**src/rtl/hmr_pkg.sv**
```systemverilog
`default_nettype none

package hmr_pkg;

    localparam int AREA_W     = 44;
    localparam int HEIGHT_IN_W = 32;

    typedef enum logic [2:0] {
        S_IDLE,
        S_CMP,
        S_WIDTH,
        S_MUL_LO,
        S_MUL_HI,
        S_SCORE,
        S_FLUSH
    } state_t;

    typedef struct packed {
        logic clear;
        logic mul_lo;
        logic mul_hi;
        logic finish;
    } score_ctrl_t;

endpackage

`default_nettype wire

```
**src/rtl/hmr_score.sv**
```systemverilog
`default_nettype none

module hmr_score
    import hmr_pkg::*;
#(
    parameter int HEIGHT_BITS = 32,
    parameter int CNT_W       = 13
) (
    input  wire logic                   aclk,
    input  wire logic                   aresetn,
    input  wire score_ctrl_t            ctrl,
    input  wire logic [HEIGHT_BITS-1:0] bar_h,
    input  wire logic [CNT_W-1:0]       bar_w,
    output logic      [AREA_W-1:0]      best_area
);

    localparam int HALF   = (HEIGHT_BITS + 1) / 2;
    localparam int MP_W   = HALF + CNT_W;
    localparam int PROD_W = HEIGHT_BITS + CNT_W;
    localparam int SUM_W  = (PROD_W > AREA_W) ? PROD_W : AREA_W + 1;

    logic [HALF-1:0]   operand;
    logic [MP_W-1:0]   product;
    logic [MP_W-1:0]   lo_reg;
    logic [MP_W-1:0]   hi_reg;
    logic [SUM_W-1:0]  sum;
    logic [AREA_W-1:0] area;
    logic [AREA_W-1:0] best_reg;
    logic [AREA_W-1:0] best_next;

    // One multiplier serves both halves of the height, one half per cycle.
    assign operand = ctrl.mul_hi ? HALF'(bar_h[HEIGHT_BITS-1:HALF]) : bar_h[HALF-1:0];
    assign product = MP_W'(operand) * MP_W'(bar_w);

    always_ff @(posedge aclk) begin
        if (ctrl.mul_lo) begin
            lo_reg <= product;
        end
        if (ctrl.mul_hi) begin
            hi_reg <= product;
        end
    end

    assign sum  = SUM_W'(lo_reg) + (SUM_W'(hi_reg) << HALF);
    assign area = (|sum[SUM_W-1:AREA_W]) ? {AREA_W{1'b1}} : sum[AREA_W-1:0];

    always_comb begin
        best_next = best_reg;
        if (ctrl.clear) begin
            best_next = '0;
        end else if (ctrl.finish && (area > best_reg)) begin
            best_next = area;
        end
    end

    always_ff @(posedge aclk) begin
        if (!aresetn) begin
            best_reg <= '0;
        end else begin
            best_reg <= best_next;
        end
    end

    assign best_area = best_reg;

endmodule

`default_nettype wire
```
**config.mk**
```make
export PLATFORM = sky130hd
export DESIGN_NAME = hmr_score
export DESIGN_NICKNAME = d
export VERILOG_FILES = /design/src/rtl/hmr_pkg.sv /design/src/rtl/hmr_score.sv
export SDC_FILE = /design/constraint.sdc
export NUM_CORES = 1
export LEC_CHECK = 0
export BUFFER_PORTS_ARGS = -buffer_cell sky130_fd_sc_hd__buf_2
export CORE_MARGIN = 5
export CORE_UTILIZATION = 25
export DETAILED_ROUTE_END_ITERATION = 7
export PLACE_DENSITY = 0.43
export SLEW_MARGIN = 20
export SYNTH_ARGS = -nofsm -noshare
export SYNTH_HDL_FRONTEND = slang
export SYNTH_SLANG_ARGS = --single-unit
```
**constraint.sdc**
```tcl
create_clock -name aclk -period 16.4 [get_ports aclk]
set_input_delay 0.82 -clock aclk [delete_from_list [all_inputs] [get_ports aclk]]
set_output_delay 0.82 -clock aclk [all_outputs]
set_load 0.1 [all_outputs]
```
After elaboration in Yosys (flattened, before gate mapping)
Cells that the tools add are included.
{"block": "totals", "reg_bits": 102, "latchBits": 0, "ram_bits": 0, "rom_bits": 0, "input_bits": 51, "wordCells": 11, "memories": 0}
{"block": "op_classes", "addsub": 1, "multipliers": 1, "n_div": 0, "magnitude_cmp": 1, "eq_ne": 0, "shifts": 0, "muxes": 2, "bitwise": 1, "n_reduce_logical": 2}
{"op": "adder 29 x 45 -> 45 bit", "count": 1}
{"op": "greater-than comparator 44 bit", "count": 1}
{"op": "two-way mux 44 bit", "count": 1}
{"op": "multiplier 16 x 13 -> 29 bit", "count": 1}
{"op": "two-way mux 16 bit", "count": 1}
{"op": "OR reduction 2 bit", "count": 1}
{"op": "logical AND 1 bit", "count": 1}
{"op": "inverter 1 bit", "count": 1}

Logic depth before layout (Yosys ltp)
{"block": "logic_depth", "word_depth": 4, "mapped_depth": 24, "mapped_depth_nobuf": 21}

Worst setup path before layout
No wires, ideal clock.
{"block": "synth_path", "path_kind": "input -> register", "startpoint": "in ctrl[1] in the netlist's numbering", "endpoint": "reg hi_reg[26], data pin", "setup_ns": 0.263, "t_arrival_ns": 6.692, "t_required_ns": 16.137, "path_slack_ns": 9.446, "path_stages": 23, "path_buffers": 3, "cell_sequence": "clkbuf_1 -> clkbuf_1 -> mux2_2 -> clkbuf_1 -> and2_1 -> fa_1 -> inv_1 -> fa_1 -> inv_1 -> fa_1 -> inv_1 -> fa_1 -> fa_1 -> inv_1 -> ha_1 -> a21oi_1 -> o211ai_1 -> a31oi_1 -> o31a_1 -> o21ai_0 -> a21bo_2 -> a31oi_1 -> xnor2_1"}
{"block": "synth_via", "elab_chain_cells": 2}
{"element": "start: declaration", "line": "hmr_score.sv:11", "source": "input wire score_ctrl_t ctrl,"}
{"element": "two-way mux 16 bit", "line": "hmr_score.sv:32", "source": "assign operand = ctrl.mul_hi ? HALF'(bar_h[HEIGHT_BITS-1:HALF]) : bar_h[HALF-1:0];"}
{"element": "multiplier 16 x 13 -> 29 bit", "line": "hmr_score.sv:33", "source": "assign product = MP_W'(operand) * MP_W'(bar_w);"}
{"element": "net product[26]", "line": "hmr_score.sv:23", "source": "logic [MP_W-1:0] product;"}
{"element": "end signal: assignment", "line": "hmr_score.sv:40", "source": "hi_reg <= product;"}
{"element": "end: declaration", "line": "hmr_score.sv:25", "source": "logic [MP_W-1:0] hi_reg;"}
The timed path passes the listed nets, and every way through them passes these cells.
A chain may end at the register's enable or synchronous reset.

Worst setup path in the final report
{"block": "layout_path", "startpoint": "in ctrl[1] in the netlist's numbering", "endpoint": "reg lo_reg[26], data pin"}
{"block": "layout_via", "elab_chain_cells": 2}
{"element": "two-way mux 16 bit", "line": "hmr_score.sv:32"}
{"element": "multiplier 16 x 13 -> 29 bit", "line": "hmr_score.sv:33"}
{"element": "net product[26]", "line": "hmr_score.sv:23"}
{"element": "end signal: assignment", "line": "hmr_score.sv:37", "source": "lo_reg <= product;"}
{"element": "end: declaration", "line": "hmr_score.sv:24", "source": "logic [MP_W-1:0] lo_reg;"}
The timed path passes the listed nets, and every way through them passes these cells.

==> reports/results.txt <==
row count -> 82
area delta synth->final -> 10.93%
flop2flop setup slack -> 10.47 ns
post-CTS sizing -> 0
Antenna Nets Post-Route -> 0
DRT iter0 DRCs -> 324
status -> complete, no violations
H-tree levels -> 3
max FFs per register -> 44
Synth async-reset ratio -> 0
first-pass GRT wire length -> 51.28 mm
DIE AREA -> 54850 um2
number of global-route vias before repair -> 9313
fillers -> 5360
hold path endpoint -> best_area[42]
number of flops mapped to enable cells by yosys -> 58
via count -> 8797
wire length on met1 -> 16.62 mm
slowest CP cell -> fa_1
max-cap violations -> 0
hold_buf cts -> 0
Slew headroom -> 0.4415
CTS tree -> built
CP Capture Type -> register
Worst-Skew Late Latency -> 0.35 ns
capturing point of the worst reg2reg path -> best_area[32]
Clock transition at path regs -> 0.07 ns
detailed placement HPWL -> 25.86 mm
Crit Path Category -> input pin to register
routability congestion estimate -> 0.7968
drt drc -> 0
clk buf depth -> 2
Multi-input gate area -> 8756 um2
Core ar. -> 49970 um2
final hold violation count -> 0
gr usage total -> 0.1167
total congestion overflow -> 0
Syn Area/Cell -> 9.378 um2
clk sink count -> 102
most numerous cell on the critical path -> fa_1
Register Area -> 2623 um2
Post-synth top flop -> edfxtp_1
Max Fanout on Critical Path -> 45
drt via density -> 4.248
DR pass1 iterations -> 4
IO buf count -> 94
RSZ-0062 raised after global routing -> no
Post-CTS Setup Bufs -> 0
cts bufs inserted -> 9
final worst path period need -> 7.062 ns
hold_sp -> best_area[42]
Netlist cell types -> 58
Yosys reg bits -> 102
worst slew pin tran -> 0.8377 ns
syn nets -> 1677
sequential area share after synthesis -> 0.2087
top cells by area, synth -> fa_1 (25%), edfxtp_1 (14%), ha_1 (13%)
largest net degree at the start of global routing -> 46
routed len/inst -> 15.09 um
Worst Path Required -> 16.48 ns
R2R cell count -> 19
layout cell share with drive strength beyond 1 -> 0.1222
Die Width -> 234.2 um
num ports -> 95
Starting Density -> 0.2515
Synth Instances -> 1340
achievable frequency -> 141.6 MHz
Reg-to-Reg Start -> lo_reg[17]
nets@finish -> 1731
metal2 WL -> 13.52 mm
Hold Crit Class -> register to register
post-synth top area share -> 0.2469
top sig layer -> met4
antenna violations before repair -> 0
hold path cells -> 2
Final TNS setup -> 0 ns
antenna diode count -> 0
WL met3 -> 923 um
# setup viols final -> 0
Final Max Tran Viols -> 0
part of the cycle the worst path needs -> 0.4306
post-synth top area cell -> fa_1
Ys Warns -> 0
Die H -> 234.2 um
Detailed Route WL -> 31.25 mm
slowest stage delay, CP -> 0.54 ns
worst-path cell chain -> buf_2 > buf_4 > mux2_2 > and2_1 > fa_1 > inv_1 > fa_1 > inv_1 > fa_1 > inv_1 > fa_1 > fa_1 > inv_1 > ha_1 > a21oi_1 > o211ai_1 > a31oi_1 > o31a_1 > o21ai_0 > a21bo_2 > a31oi_1 > xnor2_1
Worst setup SP type -> input pin
Post-Syn Area -> 12570 um2
clk root buf -> clkbuf_16
Layout Skew -> 0.009403 ns
worst path arrival time -> 7.14 ns
## critical path, delay by kind of cell
| family | cells | cell delay, ns |
|---|---|---|
| simple gates | 1 | 0.21 |
| xor+xnor | 1 | 0.12 |
| compound gates | 7 | 1.71 |
| fa+ha+maj | 6 | 2.90 |
| mux | 1 | 0.52 |
| buf+inv | 6 | 0.79 |
## cells in the final DEF, fill, tap and decap left out, drive strengths merged, types with 4 or more instances in the layout
cell,instances
inv,256
nand2,156
fa,155
ha,131
and2,108
buf,97
edfxtp,58
nor2,49
dfxtp,44
a21oi,44
a211oi,34
nand3,25
a21o,25
xnor2,24
nand2b,23
o21ai,22
xor2,21
mux2,16
nand4,13
a31oi,13
clkbuf,9
and3,7
nor2b,7
o211a,7
mux2i,6
o21bai,5
o211ai,5
nor3,4
## layer usage
layer / GRT usage / vias to the layer above
met3: 0.01066 / 10
met4: 0.01670 / 0
met1: 0.1774 / 4244
met5: 0 / -
met2: 0.1843 / 128
li1: - / 4415
## per-stage QoR
stage | hold WS [ns] | util | cell area (um2) | instances | setup slack, ns
after floorplan | 0.5615 | - | 12570 | 1340 | 9.446
after global placement | 0.4634 | 0.2732 | 13650 | 2055 | 9.011
after detailed placement | 0.4666 | 0.2732 | 13650 | 2055 | 8.930
after CTS | 0.4805 | 0.2789 | 13940 | 2071 | 9.288
after global routing | 0.5203 | 0.2790 | 13940 | 2071 | 9.006
final | 0.4816 | 0.2790 | 13940 | 2071 | 9.338
## Yosys cell counts (all sizes together), types with 5 or more instances
library cell  instances
nand4                13
a211oi               34
clkbuf               37
and3                  7
nand3                25
nor2                 49
inv                 251
ha                  131
o211ai                5
o211a                 7
o21bai                5
mux2                 16
o21ai                22
xnor2                24
a21oi                44
dfxtp                44
a31oi                13
buf                  17
nor2b                 7
nand2b               23
fa                  155
and2                108
xor2                 21
mux2i                 6
edfxtp               58
nand2               156
a21o                 25
## worst max-delay path by stage
stage	from	endpoint	slack (ns)	cells past startpoint
after detailed placement	ctrl[1]	hi_reg[26]	8.93	22
after CTS	ctrl[1]	hi_reg[26]	9.29	22
after floorplan	ctrl[1]	hi_reg[26]	9.45	23
after global routing	ctrl[1]	lo_reg[26]	9.01	22
after global placement	ctrl[1]	hi_reg[26]	9.01	22
final	ctrl[1]	lo_reg[26]	9.34	22
## area by class of cell
| cell class | instances | share of cell area |
|---|---|---|
| Multi-Input combinational cell | 933 | 0.6281 |
| Sequential cell | 102 | 0.1881 |
| Inverter | 251 | 0.06758 |
| Tap cell | 672 | 0.06031 |
| Timing Repair Buffer | 97 | 0.03536 |
| Clock buffer | 9 | 0.01616 |
| Clock inverter | 7 | 0.004398 |
## logic make-up (layout without fill, tap and decap cells)
logic type | Yosys count | count (layout) | synth area share
compound gates | 177 | 177 | 0.1100
xor+xnor | 45 | 45 | 0.03136
fa+ha+maj | 286 | 286 | 0.3773
buf+inv | 305 | 364 | 0.09588
flops | 102 | 102 | 0.2087
mux | 22 | 22 | 0.01912
simple gates | 403 | 403 | 0.1576
Power is left out: the tool's default activity adds up to more than one toggle a clock period on the data nets, which glitch-free logic cannot reach.
